$ cat config.mk
export PLATFORM = sky130hd
export DESIGN_NAME = frame_euclidean_distance_unit
export DESIGN_NICKNAME = d
export VERILOG_FILES = /design/src/sv/fed_pkg.sv /design/src/sv/fed_isqrt.sv /design/src/sv/fed_datapath.sv /design/src/sv/fed_ctrl.sv /design/src/sv/frame_euclidean_distance_unit.sv
export SDC_FILE = /design/constraint.sdc
export NUM_CORES = 1
export LEC_CHECK = 0
export BUFFER_PORTS_ARGS = -buffer_cell sky130_fd_sc_hd__buf_2
export CAP_MARGIN = 30
export CORE_ASPECT_RATIO = 1.5
export CORE_MARGIN = 4
export CORE_UTILIZATION = 40
export CTS_BUF_LIST = sky130_fd_sc_hd__clkbuf_4 sky130_fd_sc_hd__clkbuf_8 sky130_fd_sc_hd__clkbuf_16
export DETAILED_ROUTE_END_ITERATION = 10
export PLACE_DENSITY = 0.66
export SETUP_SLACK_MARGIN = 0.5
export SYNTH_ARGS = -nofsm -noshare
export SYNTH_HDL_FRONTEND = slang
export SYNTH_SLANG_ARGS = --single-unit
$ cat constraint.sdc
create_clock -name clk -period 7.6 [get_ports clk]
set_clock_uncertainty 0.05 [all_clocks]
set_input_delay 0.76 -clock clk [delete_from_list [all_inputs] [get_ports clk]]
set_output_delay 0.76 -clock clk [all_outputs]
set_load 0.005 [all_outputs]
$ cat src/sv/fed_pkg.sv
`timescale 1ns / 1ps

package fed_pkg;

	localparam int MAX_SIDE_DEF    = 1024;
	localparam int SAMPLE_BITS_DEF = 16;

	// configuration port
	localparam int CFG_W = 11;
	localparam int IDX_W = 2;

	localparam logic [IDX_W-1:0] REG_WIDTH_A  = 2'd0;
	localparam logic [IDX_W-1:0] REG_HEIGHT_A = 2'd1;
	localparam logic [IDX_W-1:0] REG_WIDTH_B  = 2'd2;
	localparam logic [IDX_W-1:0] REG_HEIGHT_B = 2'd3;

	localparam logic [CFG_W-1:0] CFG_RESET = 11'd1;

	// accumulator and root
	localparam int SUM_W      = 52;
	localparam int DIST_W     = 26;
	localparam int ROOT_STEPS = SUM_W / 2;

	typedef struct packed {
		logic take;
	} dp_cmd_t;

	typedef struct packed {
		logic last_item;
		logic root_done;
	} dp_status_t;

endpackage

$ cat src/sv/fed_isqrt.sv
`timescale 1ns / 1ps

module fed_isqrt (
	input  logic                         clk,
	input  logic                         arst_n,
	input  logic                         start,
	input  logic [fed_pkg::SUM_W-1:0]    operand,
	output logic [fed_pkg::DIST_W-1:0]   root,
	output logic                         done
);

	localparam int SUM_W  = fed_pkg::SUM_W;
	localparam int DIST_W = fed_pkg::DIST_W;
	localparam int STEP_W = $clog2(fed_pkg::ROOT_STEPS);
	localparam logic [STEP_W-1:0] LAST_STEP = STEP_W'(fed_pkg::ROOT_STEPS - 1);

	logic [SUM_W-1:0]  op_q;
	logic [DIST_W:0]   rem_q;
	logic [DIST_W-1:0] root_q;
	logic [STEP_W-1:0] step_q;
	logic              busy_q;
	logic              done_q;

	logic [DIST_W+2:0] rem_sh;
	logic [DIST_W+2:0] trial;
	logic [DIST_W+2:0] rem_sub;
	logic              fits;

	// one result bit per cycle, two operand bits brought down each time
	always_comb begin
		rem_sh  = {rem_q, op_q[SUM_W-1:SUM_W-2]};
		trial   = {1'b0, root_q, 2'b01};
		fits    = rem_sh >= trial;
		rem_sub = rem_sh - trial;
	end

	always_ff @(posedge clk or negedge arst_n) begin
		if (!arst_n) begin
			busy_q <= 1'b0;
			done_q <= 1'b0;
			step_q <= '0;
		end else begin
			done_q <= 1'b0;
			if (start) begin
				busy_q <= 1'b1;
				step_q <= '0;
			end else if (busy_q) begin
				step_q <= step_q + 1'b1;
				if (step_q == LAST_STEP) begin
					busy_q <= 1'b0;
					done_q <= 1'b1;
				end
			end
		end
	end

	always_ff @(posedge clk) begin
		if (start) begin
			op_q   <= operand;
			rem_q  <= '0;
			root_q <= '0;
		end else if (busy_q) begin
			op_q   <= {op_q[SUM_W-3:0], 2'b00};
			rem_q  <= fits ? rem_sub[DIST_W:0] : rem_sh[DIST_W:0];
			root_q <= {root_q[DIST_W-2:0], fits};
		end
	end

	assign root = root_q;
	assign done = done_q;

endmodule

$ cat src/sv/fed_datapath.sv
`timescale 1ns / 1ps

module fed_datapath #(
	parameter int MAX_SIDE    = fed_pkg::MAX_SIDE_DEF,
	parameter int SAMPLE_BITS = fed_pkg::SAMPLE_BITS_DEF
) (
	input  logic                                clk,
	input  logic                                arst_n,
	input  logic                                wr_en,
	input  logic [fed_pkg::IDX_W-1:0]           wr_index,
	input  logic [fed_pkg::CFG_W-1:0]           wr_data,
	input  logic signed [SAMPLE_BITS-1:0]       sample_a,
	input  logic signed [SAMPLE_BITS-1:0]       sample_b,
	input  fed_pkg::dp_cmd_t                    cmd,
	output fed_pkg::dp_status_t                 status,
	output logic [fed_pkg::DIST_W-1:0]          distance,
	output logic                                mismatch
);

	localparam int CFG_W  = fed_pkg::CFG_W;
	localparam int SUM_W  = fed_pkg::SUM_W;
	localparam int DIST_W = fed_pkg::DIST_W;
	localparam int SIDE_W = $clog2(MAX_SIDE + 1);
	localparam int TOT_W  = 2 * SIDE_W;
	localparam int CMP_W  = (SIDE_W > CFG_W) ? SIDE_W : CFG_W;
	localparam int SQ_W   = 2 * SAMPLE_BITS;

	logic [CFG_W-1:0] width_a_q;
	logic [CFG_W-1:0] height_a_q;
	logic [CFG_W-1:0] width_b_q;
	logic [CFG_W-1:0] height_b_q;

	logic [SIDE_W-1:0] side_w;
	logic [SIDE_W-1:0] side_h;
	logic [TOT_W-1:0]  total;
	logic [TOT_W:0]    cnt_inc;
	logic [TOT_W-1:0]  cnt_q;
	logic              last_item;
	logic              mism;

	logic [SAMPLE_BITS:0]   diff;
	logic [SAMPLE_BITS:0]   mag_full;

	logic                   v_s1, last_s1, mism_s1;
	logic [SAMPLE_BITS-1:0] mag_s1;
	logic                   v_s2, last_s2, mism_s2;
	logic [SQ_W-1:0]        sq_s2;

	logic [SUM_W-1:0] sum_q;
	logic [SUM_W-1:0] add_val;
	logic [SUM_W:0]   sum_wide;
	logic [SUM_W-1:0] sum_next;
	logic             mism_f_q;
	logic             root_start;
	logic [DIST_W-1:0] root;
	logic             root_done;

	always_ff @(posedge clk or negedge arst_n) begin
		if (!arst_n) begin
			width_a_q  <= fed_pkg::CFG_RESET;
			height_a_q <= fed_pkg::CFG_RESET;
			width_b_q  <= fed_pkg::CFG_RESET;
			height_b_q <= fed_pkg::CFG_RESET;
		end else if (wr_en) begin
			unique case (wr_index)
				fed_pkg::REG_WIDTH_A:  width_a_q  <= wr_data;
				fed_pkg::REG_HEIGHT_A: height_a_q <= wr_data;
				fed_pkg::REG_WIDTH_B:  width_b_q  <= wr_data;
				fed_pkg::REG_HEIGHT_B: height_b_q <= wr_data;
				default: ;
			endcase
		end
	end

	// frame size from frame a, sides clamped; a zero side makes every item last
	always_comb begin
		side_w = (CMP_W'(width_a_q) > CMP_W'(MAX_SIDE)) ? SIDE_W'(MAX_SIDE)
			: SIDE_W'(width_a_q);
		side_h = (CMP_W'(height_a_q) > CMP_W'(MAX_SIDE)) ? SIDE_W'(MAX_SIDE)
			: SIDE_W'(height_a_q);
		total     = TOT_W'(side_w) * TOT_W'(side_h);
		cnt_inc   = {1'b0, cnt_q} + 1'b1;
		last_item = cnt_inc >= {1'b0, total};
		mism      = (width_a_q != width_b_q) || (height_a_q != height_b_q);
		diff      = {sample_a[SAMPLE_BITS-1], sample_a} - {sample_b[SAMPLE_BITS-1], sample_b};
		mag_full  = diff[SAMPLE_BITS] ? (~diff + 1'b1) : diff;
	end

	always_ff @(posedge clk or negedge arst_n) begin
		if (!arst_n) begin
			cnt_q   <= '0;
			v_s1    <= 1'b0;
			last_s1 <= 1'b0;
			mism_s1 <= 1'b0;
			v_s2    <= 1'b0;
			last_s2 <= 1'b0;
			mism_s2 <= 1'b0;
			sum_q   <= '0;
			mism_f_q <= 1'b0;
		end else begin
			if (cmd.take) begin
				cnt_q <= last_item ? '0 : cnt_inc[TOT_W-1:0];
			end
			v_s1    <= cmd.take;
			last_s1 <= last_item;
			mism_s1 <= mism;
			v_s2    <= v_s1;
			last_s2 <= last_s1;
			mism_s2 <= mism_s1;
			if (v_s2) begin
				sum_q <= last_s2 ? '0 : sum_next;
			end
			if (root_start) begin
				mism_f_q <= mism_s2;
			end
		end
	end

	always_ff @(posedge clk) begin
		mag_s1 <= mag_full[SAMPLE_BITS-1:0];
		sq_s2  <= SQ_W'(mag_s1) * SQ_W'(mag_s1);
	end

	// saturating accumulate, samples of mismatched frames add nothing
	always_comb begin
		add_val    = mism_s2 ? '0 : SUM_W'(sq_s2);
		sum_wide   = {1'b0, sum_q} + {1'b0, add_val};
		sum_next   = sum_wide[SUM_W] ? '1 : sum_wide[SUM_W-1:0];
		root_start = v_s2 && last_s2;
	end

	fed_isqrt u_isqrt (
		.clk     (clk),
		.arst_n  (arst_n),
		.start   (root_start),
		.operand (sum_next),
		.root    (root),
		.done    (root_done)
	);

	assign status.last_item = last_item;
	assign status.root_done = root_done;
	assign distance = mism_f_q ? '0 : root;
	assign mismatch = mism_f_q;

endmodule

$ cat src/sv/fed_ctrl.sv
`timescale 1ns / 1ps

module fed_ctrl (
	input  logic                 clk,
	input  logic                 arst_n,
	input  logic                 sample_valid,
	output logic                 sample_stall,
	output logic                 result_valid,
	input  logic                 result_stall,
	output fed_pkg::dp_cmd_t     cmd,
	input  fed_pkg::dp_status_t  status
);

	localparam logic [1:0] ST_ACCUM = 2'd0;
	localparam logic [1:0] ST_BUSY  = 2'd1;
	localparam logic [1:0] ST_OUT   = 2'd2;

	logic [1:0] state_q;
	logic [1:0] state_next;

	always_comb begin
		state_next = state_q;
		unique case (state_q)
			ST_ACCUM: begin
				if (sample_valid && status.last_item) state_next = ST_BUSY;
			end
			ST_BUSY: begin
				if (status.root_done) state_next = ST_OUT;
			end
			ST_OUT: begin
				if (!result_stall) state_next = ST_ACCUM;
			end
			default: state_next = ST_ACCUM;
		endcase
	end

	always_ff @(posedge clk or negedge arst_n) begin
		if (!arst_n) begin
			state_q <= ST_ACCUM;
		end else begin
			state_q <= state_next;
		end
	end

	assign sample_stall = state_q != ST_ACCUM;
	assign result_valid = state_q == ST_OUT;
	assign cmd.take     = (state_q == ST_ACCUM) && sample_valid;

endmodule

$ cat src/sv/frame_euclidean_distance_unit.sv
// result: valid once the last item of a frame has left the square stages and the bit-serial root has finished
// throughput: one item per cycle within a frame, set by the two-stage square pipeline
// between frames the input stalls while the bit-serial root (26 steps) runs and until the result is taken
// reset: asynchronous, active low; frame sizes return to 1, sum and item count cleared
`timescale 1ns / 1ps

module frame_euclidean_distance_unit #(
	parameter int MAX_SIDE    = fed_pkg::MAX_SIDE_DEF,
	parameter int SAMPLE_BITS = fed_pkg::SAMPLE_BITS_DEF
) (
	input  logic                           clk,
	input  logic                           arst_n,
	input  logic                           wr_en,
	input  logic [fed_pkg::IDX_W-1:0]      wr_index,
	input  logic [fed_pkg::CFG_W-1:0]      wr_data,
	input  logic                           sample_valid,
	output logic                           sample_stall,
	input  logic signed [SAMPLE_BITS-1:0]  sample_a,
	input  logic signed [SAMPLE_BITS-1:0]  sample_b,
	output logic                           result_valid,
	input  logic                           result_stall,
	output logic [fed_pkg::DIST_W-1:0]     distance,
	output logic                           mismatch
);

	fed_pkg::dp_cmd_t    cmd;
	fed_pkg::dp_status_t status;

	fed_ctrl u_ctrl (
		.clk          (clk),
		.arst_n       (arst_n),
		.sample_valid (sample_valid),
		.sample_stall (sample_stall),
		.result_valid (result_valid),
		.result_stall (result_stall),
		.cmd          (cmd),
		.status       (status)
	);

	fed_datapath #(
		.MAX_SIDE    (MAX_SIDE),
		.SAMPLE_BITS (SAMPLE_BITS)
	) u_datapath (
		.clk      (clk),
		.arst_n   (arst_n),
		.wr_en    (wr_en),
		.wr_index (wr_index),
		.wr_data  (wr_data),
		.sample_a (sample_a),
		.sample_b (sample_b),
		.cmd      (cmd),
		.status   (status),
		.distance (distance),
		.mismatch (mismatch)
	);

`ifndef NO_ASSERTIONS
	// no item enters while a result is shown
	a_stall_on_result: assert property (@(posedge clk) disable iff (!arst_n)
		result_valid |-> sample_stall)
		else $error("item taken while result pending");

	// a mismatched frame reports zero distance
	a_mismatch_zero: assert property (@(posedge clk) disable iff (!arst_n)
		(result_valid && mismatch) |-> (distance == '0))
		else $error("nonzero distance on mismatch");

	// a result is not shown again once it has been taken
	a_single_result: assert property (@(posedge clk) disable iff (!arst_n)
		(result_valid && !result_stall) |=> !result_valid)
		else $error("result repeated");
`endif

endmodule
# == Yosys cells after proc, flatten, opt, wreduce, memory -nomap -nowiden ==
# Index checks and enable logic that the tools add are counted.
# op_classes
magnitude_cmp,4
add_sub_neg,6
mul,2
n_mux,23
n_eq_ne,11
reduce_logical,13
n_bitwise,1
# op_table
operator,n
$mux W52,4
$add A52 B52 Y53,1
$mul A16 B16 Y32,1
$mux W32,1
$ge A29 B28 Y1,1
$mux W27,1
$sub A27 B27 Y27,1
$mux W26,1
$add A22 B1 Y23 const B,1
$ge A23 B22 Y1,1
$gt A11 B11 Y1 const B,2
$mul A11 B11 Y22,1
$mux W11,2
$mux W22,1
$ne A11 B11 Y1,2
$sub A16 B16 Y17,1
$add A16 B1 Y16 const B,1
$mux W16,1
$not A16 Y16,1
$mux W5,2
$reduce_and A2 Y1,4
$eq A2 B2 Y1 const B,3
$mux W1,6
$mux W2,3
other kinds (11),17
# word_totals
input_bits,50
word_cells,82
output_inout_bits,29
regBits,287

# == Logic depth before layout (Yosys ltp) ==
# Gate-level depths: netlist of run 1.
# depth
word_depth,7
ltp_mapped,35
depth_no_buf,32

# == Cells and area by module ==
# From an unflattened synthesis of run 1, not the netlist that was laid out.
# unflattened
hier_cells,3009
hier_area_um2,28065.7
# modules_own_cells
module,n_inst,area_each_um2,cells_per_inst
fed_datapath,1,21866.0,2424
fed_isqrt,1,6089.6,574
fed_ctrl,1,110.1,11

# == Worst setup path after synthesis of run 1 ==
# OpenSTA, ideal clock, no wires.
# synth_timing
path_kind,reg-to-reg
from,register u_datapath.width_a_q[10]
to,register u_datapath.cnt_q[8]
t_required_ns,7.486
setup_ns,0.064
n_path_buf,3
arrival_time_ns,6.756
path_slack_ns,0.730
stages_incl_launch_ff,28
cell_sequence,dfrtp_1 > clkbuf_1 > buf_1 > nor2b_1 > nand2_1 > fa_1 > fa_1 > inv_1 > fa_1 > fa_1 > inv_1 > fa_1 > inv_1 > ha_1 > a21oi_1 > o21ai_0 > a221o_1 > o41a_1 > a21o_1 > a21oi_1 > xnor2_1 > ha_1 > a21o_1 > a41oi_1 > nand3_1 > clkbuf_1 > o21ai_0 > a21o_1
# synth_between
elab_chain_cells,5
# synth_rtl
element,line_no,text
start: declaration,fed_datapath.sv:28,logic [CFG_W-1:0] width_a_q;
start signal: assignment,fed_datapath.sv:60,width_a_q <= fed_pkg::CFG_RESET;
start signal: assignment,fed_datapath.sv:66,fed_pkg::REG_WIDTH_A: width_a_q <= wr_data;
$gt A11 B11 Y1,fed_datapath.sv:77,side_w = (CMP_W'(width_a_q) > CMP_W'(MAX_SIDE)) ? SIDE_W'(MAX_SIDE)
$mux W11 (*),fed_datapath.sv:77,
$mul A11 B11 Y22 (*),fed_datapath.sv:81,total = TOT_W'(side_w) * TOT_W'(side_h);
$ge A23 B22 Y1 (*),fed_datapath.sv:83,"last_item = cnt_inc >= {1'b0, total};"
$mux W22 (*),fed_datapath.sv:102,cnt_q <= last_item ? '0 : cnt_inc[TOT_W-1:0];
end signal: assignment,fed_datapath.sv:102,
end: declaration,fed_datapath.sv:37,logic [TOT_W-1:0] cnt_q;
# Every way passes the cells marked *; elsewhere a longest branch is shown, timed or not.
# A chain may end at the register's enable or synchronous reset.

# == Final worst setup path of run 1 ==
# layout_timing
from,register u_datapath.height_a_q[10]
to,register u_datapath.cnt_q[5]
# layout_between
elab_chain_cells,5
# layout_rtl
element,line_no,text
start: declaration,fed_datapath.sv:29,logic [CFG_W-1:0] height_a_q;
start signal: assignment,fed_datapath.sv:61,height_a_q <= fed_pkg::CFG_RESET;
start signal: assignment,fed_datapath.sv:67,fed_pkg::REG_HEIGHT_A: height_a_q <= wr_data;
$gt A11 B11 Y1,fed_datapath.sv:79,side_h = (CMP_W'(height_a_q) > CMP_W'(MAX_SIDE)) ? SIDE_W'(MAX_SIDE)
$mux W11 (*),fed_datapath.sv:79,
$mul A11 B11 Y22 (*),fed_datapath.sv:81,
$ge A23 B22 Y1 (*),fed_datapath.sv:83,
$mux W22 (*),fed_datapath.sv:102,
# Marked as above.

==> results of run 1 <==
==> metrics by stage <==
| step | std cells | worst slack, ns | cell area, sq um | hold slack, ns |
|---|---|---|---|---|
| final | 4043 | 0.7143 | 30650 | 0.1434 |
| after global routing | 4043 | 0.4040 | 30650 | 0.1985 |
| after CTS | 4022 | 0.5034 | 30080 | 0.1325 |
| after detailed placement | 3962 | 0.08081 | 28990 | 0.2896 |
| after global placement | 3962 | 0.2623 | 28990 | 0.2824 |
| after floorplan | 3055 | 0.7297 | 27520 | 0.2812 |
==> registers in the layout (all words and copies together), names as in the netlist, 2 cells and up <==
name                       flops
u_ctrl.state_q                 2
u_datapath.cnt_q              22
u_datapath.height_a_q         11
u_datapath.height_b_q         11
u_datapath.mag_s1             16
u_datapath.sq_s2              31
u_datapath.sum_q              52
u_datapath.u_isqrt.op_q       52
u_datapath.u_isqrt.rem_q      27
u_datapath.u_isqrt.root       26
u_datapath.u_isqrt.step_q      5
u_datapath.width_a_q          11
u_datapath.width_b_q          11
==> cell usage after synthesis (66+ instances only) <==
library cell,number,area [sq um]
dfxtp_1,100,2002
xnor2_1,124,1086
and2_1,74,462.9
nand2_1,256,960.9
dfrtp_1,130,3253
fa_1,246,4925
ha_1,260,3253
nor2_1,263,987.2
o21ai_0,156,780.8
inv_1,392,1471
nor2b_1,69,431.7
a21oi_1,173,865.8
clkbuf_1,101,379.1
a21o_1,66,495.5
==> worst reg2reg max path, stage by stage, from the launching register on <==
cell     delay [ns]
dfrtp_2        0.47
buf_6          0.15
buf_4          0.12
nor2b_1        0.09
buf_4          0.18
nand2_2        0.07
fa_1           0.53
inv_1          0.05
fa_1           0.47
fa_1           0.54
fa_1           0.43
fa_2           0.56
ha_4           0.21
and4_4         0.20
and3_1         0.18
a221o_1        0.35
o41a_1         0.41
a21o_1         0.18
a21oi_2        0.13
xnor2_1        0.14
ha_1           0.26
a21o_1         0.17
a41oi_2        0.24
nand3_4        0.16
buf_8          0.18
o21ai_1        0.14
a21o_1         0.14
==> per-layer routing <==
metal / global-route usage / share of wire
met1: 0.1986 / 0.41
met2: 0.3225 / 0.53
met3: 0.01533 / 0.031
met4: 0.04789 / 0.027
met5: 0 / 0
==> cells by family after synthesis <==
| logic type | synth area share |
|---|---|
| other | 0.0002729 |
| flip-flops | 0.2515 |
| adder cells (fa/ha/maj) | 0.2972 |
| multiplexers | 0.03633 |
| AND/OR/NAND/NOR | 0.1581 |
| XOR/XNOR | 0.05983 |
| AO/OA/AOI/OAI | 0.1265 |
| buffers and inverters | 0.07025 |
==> worst max path at each step <==
| stage | start | endpoint | slack, ns | cells past startpoint |
|---|---|---|---|---|
| floorplan | u_datapath.width_a_q[10] | u_datapath.cnt_q[8] | 0.73 | 27 |
| global placement | u_datapath.height_a_q[10] | u_datapath.cnt_q[2] | 0.26 | 24 |
| detailed placement | u_datapath.width_a_q[10] | u_datapath.cnt_q[19] | 0.08 | 27 |
| CTS | u_datapath.height_a_q[10] | u_datapath.cnt_q[12] | 0.50 | 25 |
| global route | u_datapath.height_a_q[10] | u_datapath.cnt_q[5] | 0.40 | 34 |
| finish | u_datapath.height_a_q[10] | u_datapath.cnt_q[5] | 0.71 | 26 |
==> cells in the final DEF, fill, tap and decap left out, types with 7 or more instances in the layout <==
cell type,netlist,layout
xnor2_1,124,124
o211ai_1,7,7
or3_1,11,11
dfrtp_1,130,126
a31o_2,7,7
nor4_1,10,8
mux2i_1,47,47
mux2_2,47,47
ha_1,260,251
fa_1,246,241
and2_1,74,73
buf_2,6,77
o21a_1,17,17
a211oi_1,13,13
o21ai_0,156,147
and3_1,41,41
a21oi_1,173,167
nor2_1,263,257
nand2_1,256,250
inv_1,392,392
xor2_1,64,64
a31oi_1,12,11
nor2b_2,0,9
o31ai_1,9,8
o22ai_1,30,30
ha_4,0,8
nor3_1,30,29
nand3_1,45,44
a21o_1,66,66
edfxtp_1,52,52
dfxtp_1,100,100
clkbuf_16,0,34
buf_4,0,65
o21bai_1,17,16
nand2b_1,31,26
nor2b_1,69,57
clkinv_2,0,8
nand4_1,35,35
==> area by class of cell <==
type,instances,share of cell area
clock buffers,38,0.02800
well taps,892,0.03641
inverters,393,0.04817
multi-input cells,2262,0.6204
clock inverters,20,0.006531
flip-flops and latches,286,0.2260
repair buffers,152,0.03453
==> repair_timing <==
action | CTS | global route
endpoints found under the setup margin | 24 | 25
hold buffers | 0 | 0
pin swaps | 1 | 33
gates cloned | 0 | 2
gates resized for setup | 9 | 81
endpoints found under the hold margin | 0 | 0
buffers inserted | 2 | 17
==> results.md, run 1 <==
- Crit-path max FO: 8
- RSZ-0062 raised after global routing: no
- Slew Viols, Final: 0
- Worst Setup End Kind: register
- Largest net degree at the start of global routing: 97
- Kind of cell adding the most delay to the critical path: adder cells
- Primary FF master, synth: dfrtp_1
- Initial antenna violation count: 0
- Cells after Synth: 3055
- WP data arrival: 7.39 ns
- Synth Warn #: 0
- Port Buffer Count: 78
- Vias in the first global route: 21820
- Htree depth: 1
- Setup TNS: 0 ns
- Final antenna-violating net count: 0
- Startpoint Class: register
- Longest Clk Path Bufs: 3
- Net Count, Synth: 3611
- Drt first pass iters: 5
- Die Y: 329.2 um
- Final setup viols: 0
- Post-Syn Area: 0.02752 sq mm
- Footprint of the multi-input gates: 0.01902 sq mm
- CTS root buf: clkbuf_16
- Final GP Congestion: 0.8879
- Post-synthesis async set-or-reset flop share: 0.4685
- Post-synthesis sequential area ratio: 0.2515
- Max Clk Rate: 145.2 MHz
- Status: finished, final reports clean
- Diode count: 0
- Util after Layout: 0.4503
- Gr usage total: 0.1679
- Worst reg2reg path depth: 26
- RR Startpoint: u_datapath.height_a_q[10]
- Nets: 3682
- Die width: 222.2 um
- Largest stage delay on the critical path: 0.56 ns
- Full die area: 0.07314 sq mm
- Routed wire length: 62.02 mm
- WL/cell: 15.34 um
- Number of vias per cell: 5.181
- Rows: 117
- Tcrit/Tclk final: 0.9060
- I/O pins: 79
- Core Box Area: 0.06807 sq mm
- Initial DRC count: 915
- Drt drc: 0
- Post-synth EDFFs: 52
- Via count: 20950
- First-pass GRT wire length: 104.8 mm
- Hold Fails Final Rpt: 0
- R2R setup slack: 0.71 ns
- Fill count: 6577
- Period minus WS final: 6.886 ns
- Total CTS buffers: 31
- Worst slew pin tran: 0.9085 ns
- Slew Limit Headroom: 0.3944
- P&R area growth vs syn: 11.38%
- Most numerous cell on the critical path: fa_1
- Layout cells sized above 1: 0.1117
- Slowest cell on crit path: fa_2
- Max_cap viols: 0
- Area occupied by registers: 0.006927 sq mm
- Worst min-delay path class: in -> async
- Clock Sinks: 286
- Post-DP HPWL: 48.25 mm
- Initial Util: 0.4043
- WP data required: 8.10 ns
- FF-to-FF End: u_datapath.cnt_q[5]
- Clock latency at the later pin of the worst-skew pair: 0.62 ns
- CP Class: reg -> reg
- Worst-path clk slew: 0.06 ns
- CTS tree: yes
- Netlist cell types: 76
- FF+latch count, synth: 286
- CP bufs+invs: 5
- Mapped Avg Cell Area: 9.008 sq um
- Remaining global-route overflow: 0
Power of run 1 is not shown: default switching activity piles up to over one toggle a cycle in this logic, so the estimate is an artifact.
==> run 2: changes to the inputs <==
- CORE_UTILIZATION: 40 -> 55
- PLACE_DENSITY: 0.66 -> 0.83
- REMOVE_ABC_BUFFERS: default -> 1
==> run 2 against run 1 <==
Against the previous run:
- sequential share of layout area grew 0.51 points
- setup slack worse by 0.022 ns
- via count up 2.3%
- design area decreased by 2.1%
- final cell count down 6.2%
==> results.md, run 2 (same netlist as run 1, synthesis figures left out) <==
- WL/cell: 16.23 um (+5.8%)
- Worst-path clk slew: 0.06 ns (about the same)
- Uppermost layer routed: met4
- Largest registers: u_datapath.sum_q x52, u_datapath.u_isqrt.op_q x52, u_datapath.sq_s2 x31
- Die Y: 282.0 um (-14%)
- WP data arrival: 7.37 ns (-0.02 ns)
- Initial DRC count: 999 (+9.2%)
- Layout cells sized above 1: 0.1000 (-0.01168)
- Most frequent cells in the layout: inv_1, nor2_1, nand2_1, ha_1, fa_1
- Wire length on met3: 2.233 mm (+16%)
- Finished Cell Area: 0.03000 sq mm (-2.1%)
- Worst slew pin tran: 1.011 ns (+0.1027 ns)
- Placed inst area: 0.02867 sq mm (-1.1%)
- Final antenna-violating net count: 0 (unchanged)
- Diode count: 0 (unchanged)
- Nets: 3663 (-0.52%)
- I/O pins: 79 (unchanged)
- Port Buffer Count: 78 (unchanged)
- Tcrit/Tclk final: 0.9089 (+0.002901)
- Largest net degree at the start of global routing: 96 (-1.0%)
- Worst hold slack: 0.1395 ns (-0.003881 ns)
- P&R area growth vs syn: 9.021%
- Clock Sinks: 286 (unchanged)
- Max Clk Rate: 144.8 MHz (-0.32%)
- Rows: 100 (-15%)
- Hold Fails Final Rpt: 0 (unchanged)
- Drt drc: 0 (unchanged)
- Final GP Congestion: 0.9155 (+3.1%)
- Crit-path max FO: 23 (+15)
- Routed wire length: 61.55 mm (-0.77%)
- Startpoint Class: register
- Remaining global-route overflow: 0 (unchanged)
- M1 WL: 23.94 mm (-6.4%)
- Setup TNS: 0 ns (unchanged)
- Full die area: 0.05375 sq mm (-27%)
- Commonest non-fill, non-tap cell in the layout: inv_1
- Final setup viols: 0 (unchanged)
- Core Box Area: 0.04955 sq mm (-27%)
- CP Class: reg -> reg
- Slew Viols, Final: 0 (unchanged)
- Die width: 190.6 um (-14%)
- WP data required: 8.06 ns (-0.04 ns)
- Drt first pass iters: 5 (unchanged)
- Longest Clk Path Bufs: 3 (unchanged)
- Worst min-delay path class: in -> async
- CTS root buf: clkbuf_16
- Post-DP HPWL: 47.18 mm (-2.2%)
- Hold buffer count at cts: 0 (unchanged)
- Initial Util: 0.5554 (+0.1511)
- Period minus WS final: 6.908 ns (+0.02205 ns)
- First-pass GRT wire length: 103.0 mm (-1.7%)
- Total CTS buffers: 29 (-6.5%)
- Max_cap viols: 0 (unchanged)
- Initial antenna violation count: 0 (unchanged)
- Clock latency at the later pin of the worst-skew pair: 0.57 ns (-0.05 ns)
- Gr usage total: 0.2266 (+0.05876)
- Vias in the first global route: 22360 (+2.4%)
- Worst Setup End Kind: register
- Fill count: 4077 (-38%)
- RSZ-0062 raised after global routing: no
- Number of vias per cell: 5.652 (+9.1%)
- Slew Limit Headroom: 0.3259 (-0.06848)
- Status: finished, final reports clean
- WL met2: 32.88 mm (about the same)
- Via count: 21430 (+2.3%)
- CTS tree: yes
- Htree depth: 1 (unchanged)
## run 2: per-stage QoR
stage / setup slack [ns] / util / instances
after floorplan: 0.5154 / - / 2941
after global placement: 0.3611 / 0.5782 / 3726
after detailed placement: 0.2114 / 0.5787 / 3728
after CTS: 0.5013 / 0.6002 / 3784
after global routing: 0.3387 / 0.6055 / 3792
final: 0.6922 / 0.6055 / 3792
## run 2: layout make-up
type	count	area [sq um]	area share
clock buffer	37	804.5	0.02682
clock inverter	16	173.9	0.005797
inverter	393	1476	0.04921
multi-input combinational	2262	18930	0.6311
sequential	286	6932	0.2310
tap	663	829.5	0.02765
timing repair buffer	135	850.8	0.02836
## run 2: path summary, 6_finish.rpt
kind,start,endpoint,slack (ns),cells past startpoint
worst min register to register,u_datapath.v_s1,u_datapath.v_s2,0.31,0
min in group clk,u_datapath.v_s1,u_datapath.v_s2,0.31,0
worst max-delay path,u_datapath.height_a_q[10],u_datapath.cnt_q[12],0.69,23
max in group asynchronous,arst_n,u_datapath.u_isqrt.busy_q,5.96,2
worst max register to register,u_datapath.height_a_q[10],u_datapath.cnt_q[12],0.69,23
worst min-delay path,arst_n,u_datapath.cnt_q[3],0.14,1
## run 2: repair_timing
action | CTS | global route
setup endpoints to repair | 23 | 27
gates resized for setup | 21 | 45
gates cloned | 0 | 0
pin swaps | 1 | 18
setup buffers | 3 | 8
## run 2: metal layers
layer	track usage	up-vias
met5	0	-
met4	0.09213	0
met3	0.02143	184
met2	0.4348	534
met1	0.2559	10440
li1	-	10280
## run 2: critical path, stage by stage (launching register included)
cell	delay [ns]
dfrtp_4	0.54
buf_4	0.22
nand2b_2	0.25
nor2_1	0.14
fa_1	0.44
fa_1	0.49
fa_1	0.58
fa_1	0.44
fa_2	0.58
ha_4	0.23
and4_4	0.21
and3_1	0.18
a221o_1	0.35
o41a_1	0.43
a21o_1	0.20
a21oi_2	0.15
xnor2_1	0.14
ha_1	0.26
a21o_1	0.17
a41oi_2	0.18
nand3_1	0.13
buf_6	0.19
o21ai_0	0.18
a21o_1	0.14
Power of run 2 is left out for the same reason.
